**src/hw/rtl/frlh_pkg.sv**
```systemverilog
// ----------------------------------------------------------------------------
// frlh_pkg
// Shared op codes and the command/status bundles between the controller and
// the datapath of the float run-length histogram.
// ----------------------------------------------------------------------------
package frlh_pkg;

    localparam logic [1:0] OP_FEED  = 2'd0;
    localparam logic [1:0] OP_READ  = 2'd1;
    localparam logic [1:0] OP_CLEAR = 2'd2;

    // controller -> datapath
    typedef struct packed {
        logic load;       // capture the accepted item
        logic clr_stats;  // zero open run and running statistics
        logic lookup;     // run update, histogram read issue
        logic update;     // histogram write-back, statistics update
        logic sweep;      // zero one histogram entry
        logic out_load;   // load the output register
    } t_cmd;

    // datapath -> controller
    typedef struct packed {
        logic sweep_last; // sweep is at the last entry
    } t_sts;

endpackage

```
**src/hw/rtl/frlh_ctrl.sv**
```systemverilog
// ----------------------------------------------------------------------------
// frlh_ctrl
// Sequencer: accepts one item, steps it through lookup and update, runs the
// histogram clearing sweep, and owns the output valid flag.
// ----------------------------------------------------------------------------
module frlh_ctrl (
    input  logic            i_clk,
    input  logic            i_rst_n,
    input  logic            i_valid,
    input  logic [1:0]      i_op,
    output logic            o_ready,
    output logic            o_valid,
    input  logic            i_ready,
    input  frlh_pkg::t_sts  i_sts,
    output frlh_pkg::t_cmd  o_cmd
);

    typedef enum logic [4:0] {
        S_IDLE   = 5'b00001,
        S_LOOKUP = 5'b00010,
        S_UPDATE = 5'b00100,
        S_SWEEP  = 5'b01000,
        S_DONE   = 5'b10000
    } t_state;

    t_state r_state, n_state;
    logic   r_clr_op, n_clr_op;
    logic   r_out_valid, n_out_valid;
    logic   w_accept;
    logic   w_slot_free;

    assign o_ready     = (r_state == S_IDLE);
    assign o_valid     = r_out_valid;
    assign w_accept    = i_valid && o_ready;
    assign w_slot_free = !r_out_valid || i_ready;

    always_comb begin
        n_state     = r_state;
        n_clr_op    = r_clr_op;
        n_out_valid = r_out_valid;
        o_cmd       = '0;
        if (r_out_valid && i_ready) begin
            n_out_valid = 1'b0;
        end
        unique case (r_state)
            S_IDLE: begin
                if (w_accept) begin
                    o_cmd.load = 1'b1;
                    if (i_op == frlh_pkg::OP_CLEAR) begin
                        o_cmd.clr_stats = 1'b1;
                        n_clr_op        = 1'b1;
                        n_state         = S_SWEEP;
                    end else begin
                        n_state = S_LOOKUP;
                    end
                end
            end
            S_LOOKUP: begin
                o_cmd.lookup = 1'b1;
                n_state      = S_UPDATE;
            end
            S_UPDATE: begin
                o_cmd.update = 1'b1;
                n_state      = S_DONE;
            end
            S_SWEEP: begin
                o_cmd.sweep = 1'b1;
                if (i_sts.sweep_last) begin
                    n_clr_op = 1'b0;
                    n_state  = r_clr_op ? S_DONE : S_IDLE;
                end
            end
            S_DONE: begin
                // hold the finished result until the output slot frees up
                if (w_slot_free) begin
                    o_cmd.out_load = 1'b1;
                    n_out_valid    = 1'b1;
                    n_state        = S_IDLE;
                end
            end
            default: begin
                n_state = S_IDLE;
            end
        endcase
    end

    always_ff @(posedge i_clk) begin
        if (!i_rst_n) begin
            r_state     <= S_SWEEP;
            r_clr_op    <= 1'b0;
            r_out_valid <= 1'b0;
        end else begin
            r_state     <= n_state;
            r_clr_op    <= n_clr_op;
            r_out_valid <= n_out_valid;
        end
    end

endmodule

```
**config.mk**
```make
export PLATFORM = sky130hd
export DESIGN_NAME = frlh_ctrl
export DESIGN_NICKNAME = d
export VERILOG_FILES = /design/src/hw/rtl/frlh_pkg.sv /design/src/hw/rtl/frlh_ctrl.sv
export SDC_FILE = /design/constraint.sdc
export NUM_CORES = 1
export LEC_CHECK = 0
export BUFFER_PORTS_ARGS = -buffer_cell sky130_fd_sc_hd__buf_4
export CAP_MARGIN = 20
export CORE_AREA = 2 2 39 41
export DETAILED_ROUTE_END_ITERATION = 8
export DIE_AREA = 0 0 41 43
export PLACE_DENSITY = 0.65
export SETUP_SLACK_MARGIN = 0.02
export SLEW_MARGIN = 20
export SYNTH_ARGS = -nofsm -noshare
export SYNTH_HDL_FRONTEND = slang
export SYNTH_SLANG_ARGS = --single-unit
```
**constraint.sdc**
```tcl
create_clock -name i_clk -period 2.5 [get_ports i_clk]
set_input_delay 0.625 -clock i_clk [delete_from_list [all_inputs] [get_ports i_clk]]
set_output_delay 0.625 -clock i_clk [all_outputs]
set_load 0.05 [all_outputs]
```
==> impl_metrics.py, run 1 <==
metrics = {
    "status": {
        "status": "completed",
    },
    "worst_setup_path": {
        "slowest_delay_ns": 0.57,
        "timing.rr.start": "r_state[4]",
        "ff2ff_setup_slack_ns": 1.01,
        "reg2reg_to": "r_state[2]",
        "r2r_cells": 3,
        "critical_path_class": "flip-flop to primary output",
        "crit_path_top_delay_cell": "or4b_4",
        "startpoint_type": "flip-flop",
        "crit_required_ns": 1.88,
        "cp_top_family": "simple AND/OR/NAND/NOR gates",
        "path_max_fanout": 6,
        "arrival_ns": 1.75,
        "crit_path_end_kind": "primary output",
        "crit_buf_inv": 1,
        "crit_chain": "or4b_4 -> nor3b_4 -> and2_4 -> buf_4",
    },
    "detailed_routing": {
        "drt_pass1_iterations": 4,
        "drt_iter0_markers": 12,
        "postRouteWirelength_um": 896,
        "via_per_inst": 5.11,
        "drc": 0,
        "wl_per_cell_um": 11.2,
        "drtAntennaViolNets": 0,
        "vias": 409,
    },
    "synth": {
        "yosysWarnings": 0,
        "ys_seq_elements": 7,
        "netlist_area_um2": 395,
        "netlist_top_cells_area": "dfxtp_1, nor2_1, nand2b_1",
        "ys.flop_type": "dfxtp_1",
        "async_flop_share_pct": 0,
        "syn-instance-count": 47,
        "syn_nets": 54,
        "synth_seq_area_share_pct": 35.4,
        "avgSynthCellArea_um2": 8.41,
        "synth-edff-count": 0,
        "synth_top_cell_by_area": "dfxtp_1",
        "yosysUniqueCellTypes": 27,
        "synth_top_area_share_pct": 35.4,
    },
    "timing": {
        "slew_viol_final": 0,
        "post-route-period-util_pct": 95.0,
        "fmax_mhz": 421,
        "worst_pin_slew_ns": 0.299,
        "rsz0062_at_grt": "false",
        "setup_viol": 0,
        "whs_ns": 0.539,
        "max_slew_margin_pct": 80.1,
        "hold_viol_final": 0,
        "final.setup_skew_ns": 0.00249,
        "finalSetupTns_ns": 0,
        "min_period_ns": 2.38,
    },
    "clock_network": {
        "cts_buffer_depth": 2,
        "cts_hold_buf": 0,
        "insertion_delay_ns": 0.26,
        "htree_levels": 1,
        "cts_tree": "yes",
        "numCtsBuffers": 3,
        "clock_sinks": 7,
        "path_clk_slew_ns": 0.05,
        "clock-root-buffer": "clkbuf_4",
    },
    "placement": {
        "gp_congestion": 0.737,
        "portBuffers": 14,
        "hpwl_um": 678,
        "dpl_cell_area_um2": 509,
    },
    "layout": {
        "final_area_um2": 544,
        "final_cell_mix": "buf_4, nor2_1, dfxtp_1",
        "syn2layout_area_growth_pct": 37.7,
        "nets": 72,
        "drive_above_1_share_pct": 34.4,
        "diodes": 0,
        "multi_input_area_um2": 240,
        "final_common_cell": "buf_4",
        "final-seq-area_um2": 141,
        "fill_cells": 159,
    },
    "power_and_ir_drop": {
        "intPower_w": 0.000202,
        "powerDensity_nw_per_um2": 532,
        "combPwrFrac_pct": 20.8,
        "switching_share_pct": 30.1,
        "power.leakage_nw": 0.255,
        "power_frac_seq_pct": 42.0,
        "p_sw_w": 0.0000871,
        "clkPwrFrac_pct": 37.1,
        "ir_drop_uv": 262,
    },
    "grt": {
        "grt_pass1_wl_mm": 1.46,
        "grt_usage_pct": 13.2,
        "overflow": 0,
        "grt_max_degree": 9,
        "antenna_found_initial": 0,
        "first_global_vias": 360,
    },
    "min_path": {
        "hp-class": "flip-flop to flip-flop",
        "min_from": "r_clr_op",
        "worst_hold_path.num_cells": 1,
        "whs_endpoint": "r_clr_op",
    },
    "flow_run": {
        "drv_cap": 0,
    },
    "floorplan": {
        "initial_core_util_pct": 28.6,
        "design.core.area_um2": 1380,
        "fp-row-count": 14,
        "dieArea_um2": 1760,
        "ioPinCount": 15,
        "die_width_um": 41,
        "die_h_um": 43,
    },
}
## synthesized netlist by cell type (all sizes together) (2+ instances only)
master / number
and2: 2
and3: 2
dfxtp: 7
nand2: 2
nand2b: 3
nor2: 9
nor2b: 3
nor3b: 2
## kinds of logic after synthesis
logic type             Yosys count  share of synthesized area, %
AO/OA/AOI/OAI                    7                          12.7
XOR/XNOR                         1                          2.22
buffers and inverters            3                          3.80
flip-flops                       7                          35.4
AND/OR/NAND/NOR                 29                          45.9
## worst register-to-register path, delay by kind of cell (launching register included)
family / cells / cell delay, ns
compound gates: 1 / 0.34
simple gates: 2 / 0.65
flops: 1 / 0.39
## area by class of cell
type / instances / share of cell area (%)
Clock buffer: 4 / 4.83
Inverter: 1 / 0.690
Sequential cell: 7 / 26.0
Multi-Input combinational cell: 37 / 44.1
Tap cell: 16 / 3.68
Timing Repair Buffer: 15 / 20.7
## state kept, by name, summed over array words and instances, names as in the netlist
| register | count |
|---|---|
| o_valid | 1 |
| r_state | 5 |
| r_clr_op | 1 |
## power by group through the flow
stage	Combinational [W]	Clock, W	Sequential, W
2_1_floorplan	0.0000412	0	0.000122
3_3_place_gp	0.0000599	0	0.000123
3_5_place_dp	0.0000598	0	0.000124
4_1_cts	0.0000601	0.000111	0.000121
5_1_grt	0.0000665	0.000118	0.000123
6_report	0.0000603	0.000107	0.000122
## through the flow
stage	util, %	instances	setup slack [ns]	power, W
final	39.3	80	0.124	0.000289
after global routing	39.3	80	0.0238	0.000307
after CTS	38.7	79	0.0477	0.000293
after detailed placement	36.8	75	0.337	0.000183
after global placement	36.8	75	0.372	0.000183
after floorplan	-	47	0.0966	0.000163
## worst max path at each step
stage	from	to	slack, ns	cells past startpoint
after floorplan	r_state[0]	o_cmd[4]	0.1	3
after global placement	r_state[2]	o_cmd[4]	0.37	4
after detailed placement	r_state[0]	o_cmd[4]	0.34	4
after CTS	r_state[0]	o_cmd[4]	0.05	4
after global routing	r_state[2]	o_cmd[4]	0.02	4
final	r_state[2]	o_cmd[4]	0.12	4
## metal layers
metal / wire length (um) / track usage, %
met3: 82 / 7.85
met5: 0 / 0
met2: 427 / 18.4
met1: 366 / 14.6
met4: 20 / 8.00
## repair_timing
| item | 4_1_cts | 5_1_grt |
|---|---|---|
| buffers inserted | 0 | 1 |
| gates resized for setup | 0 | 1 |
| endpoints found under the setup margin | 0 | 1 |
Power figures use the tool's default switching activity.
==> run 2: changes to the inputs <==
==> constraint.sdc (replaced) <==
create_clock -name i_clk -period 3.08 [get_ports i_clk]
set_input_delay 0.77 -clock i_clk [delete_from_list [all_inputs] [get_ports i_clk]]
set_output_delay 0.77 -clock i_clk [all_outputs]
set_load 0.05 [all_outputs]
==> run 2 against run 1 <==
  * Cell count shrank 1.3%
  * Clock skew hardly changed
  * Die area unchanged
  * Power fell by 19%
  * Worst setup slack better by 0.39 ns
  * Clock-buffer cell count stayed put
  * Critical path type unchanged
  * Critical endpoint unchanged
  * Largest cell class unchanged
==> impl_metrics.py, run 2 (synthesis results as in run 1) <==
metrics = {
    "worst_setup_path": {
        "timing.rr.start": "r_state[0]",
        "critical_path_class": "flip-flop to primary output",
        "crit_path_end_kind": "primary output",
        "crit_path_top_delay_cell": "or4b_4",
        "cp_top_family": "simple AND/OR/NAND/NOR gates",
        "crit_buf_inv": 1,
        "crit_chain": "or4b_4 -> nor3b_4 -> and2_4 -> buf_4",
        "r2r_cells": 4,
        "worstSetupStartpoint": "r_state[0]",
        "crit_required_ns": 2.31,
        "arrival_ns": 1.80,
        "reg2reg_to": "r_clr_op",
        "startpoint_type": "flip-flop",
        "cp_num_cells": 4,
        "ff2ff_setup_slack_ns": 1.55,
        "slowest_delay_ns": 0.52,
        "setup.worst_path.end": "o_cmd[4]",
        "path_max_fanout": 6,
    },
    "flow_run": {
        "drv_cap": 0,
    },
    "power_and_ir_drop": {
        "power.leakage_nw": 0.250,
        "total_power_w": 0.000234,
        "ir_drop_uv": 212,
        "powerDensity_nw_per_um2": 437,
    },
    "clock_network": {
        "path_clk_slew_ns": 0.05,
        "cts_buffer_depth": 2,
        "cts_hold_buf": 0,
        "htree_levels": 1,
        "numCtsBuffers": 3,
        "postCtsSetupRepairBufs": 0,
        "cts_tree": "yes",
        "clock-root-buffer": "clkbuf_4",
        "clock_sinks": 7,
        "cts_resized": 0,
        "insertion_delay_ns": 0.26,
    },
    "placement": {
        "hpwl_um": 678,
        "gp_congestion": 0.737,
        "dpl_worst_slack_ns": 0.772,
        "portBuffers": 14,
    },
    "layout": {
        "diodes": 0,
        "syn2layout_area_growth_pct": 35.4,
        "largest_reg_flops": 5,
        "nets": 71,
        "final_cell_mix": "buf_4, nor2_1, dfxtp_1",
        "final_common_cell": "buf_4",
        "drive_above_1_share_pct": 31.7,
        "regMostFlops": "r_state",
    },
    "detailed_routing": {
        "drt_iter0_markers": 12,
        "vias": 405,
        "drtAntennaViolNets": 0,
        "drc": 0,
        "postRouteWirelength_um": 887,
        "via_per_inst": 5.13,
        "drt_pass1_iterations": 4,
        "wl_per_cell_um": 11.2,
    },
    "timing": {
        "fmax_mhz": 389,
        "post-route-period-util_pct": 83.4,
        "final.setup_skew_ns": 0.00251,
        "setup_ws_ns": 0.510,
        "max_slew_margin_pct": 80.1,
        "min_period_ns": 2.57,
        "setup_viol": 0,
        "slew_viol_final": 0,
        "hold_viol_final": 0,
        "finalSetupTns_ns": 0,
        "rsz0062_at_grt": "false",
        "whs_ns": 0.539,
        "worst_pin_slew_ns": 0.298,
    },
    "floorplan": {
        "design.core.area_um2": 1380,
        "initial_core_util_pct": 28.6,
        "fp-row-count": 14,
        "die_h_um": 43,
        "dieArea_um2": 1760,
        "die_width_um": 41,
        "ioPinCount": 15,
    },
    "min_path": {
        "hp-class": "flip-flop to flip-flop",
    },
    "grt": {
        "grt_usage_pct": 13.2,
        "overflow": 0,
        "first_global_vias": 360,
        "grt_max_degree": 9,
        "antenna_found_initial": 0,
        "grt_pass1_wl_mm": 1.46,
    },
    "status": {
        "status": "completed",
    },
}
## run 2: cell count changes in the layout (fill, tap and decap cells not counted)
cell	before	now
buf_4	15	14
dfxtp_1	6	7
dfxtp_2	1	0
## run 2: layout make-up
cell class                 instances  area [um2]
clock buffer                       4        26.3
fill                             159         848
inverter                           1        3.75
multi-input combinational         37         240
sequential                         7         140
tap                               16        20.0
timing repair buffer              14         105
## run 2: per-layer routing
metal	track usage (%)	wire length, um	vias up
met3	7.85	82	4
met4	8.00	20	0
met2	18.4	422	15
met5	0	0	-
met1	14.6	361	187
li1	-	-	199
## run 2: metrics by stage
stage                     instances  area, um2  utilization, %
after floorplan                  47        395               -
after global placement           75        509            36.8
after detailed placement         75        509            36.8
after CTS                        79        536            38.7
after global routing             79        536            38.7
final                            79        536            38.7
## run 2: worst min path at each step
| stage | to | slack, ns | from | cells past startpoint |
|---|---|---|---|---|
| 5_1_grt | r_clr_op | 0.55 | r_clr_op | 1 |
| 3_5_place_dp | r_clr_op | 0.53 | r_clr_op | 1 |
| 3_3_place_gp | r_clr_op | 0.54 | r_clr_op | 1 |
| 4_1_cts | r_clr_op | 0.54 | r_clr_op | 1 |
| 2_1_floorplan | r_clr_op | 0.49 | r_clr_op | 1 |
| 6_report | r_clr_op | 0.54 | r_clr_op | 1 |
## run 2: power by group
group / total, W / switching [W] / internal, W
sequential: 0.0000984 / 0.00000452 / 0.0000939
combinational: 0.0000483 / 0.0000285 / 0.0000198
clock: 0.0000872 / 0.0000375 / 0.0000497
total: 0.000234 / 0.0000706 / 0.000163
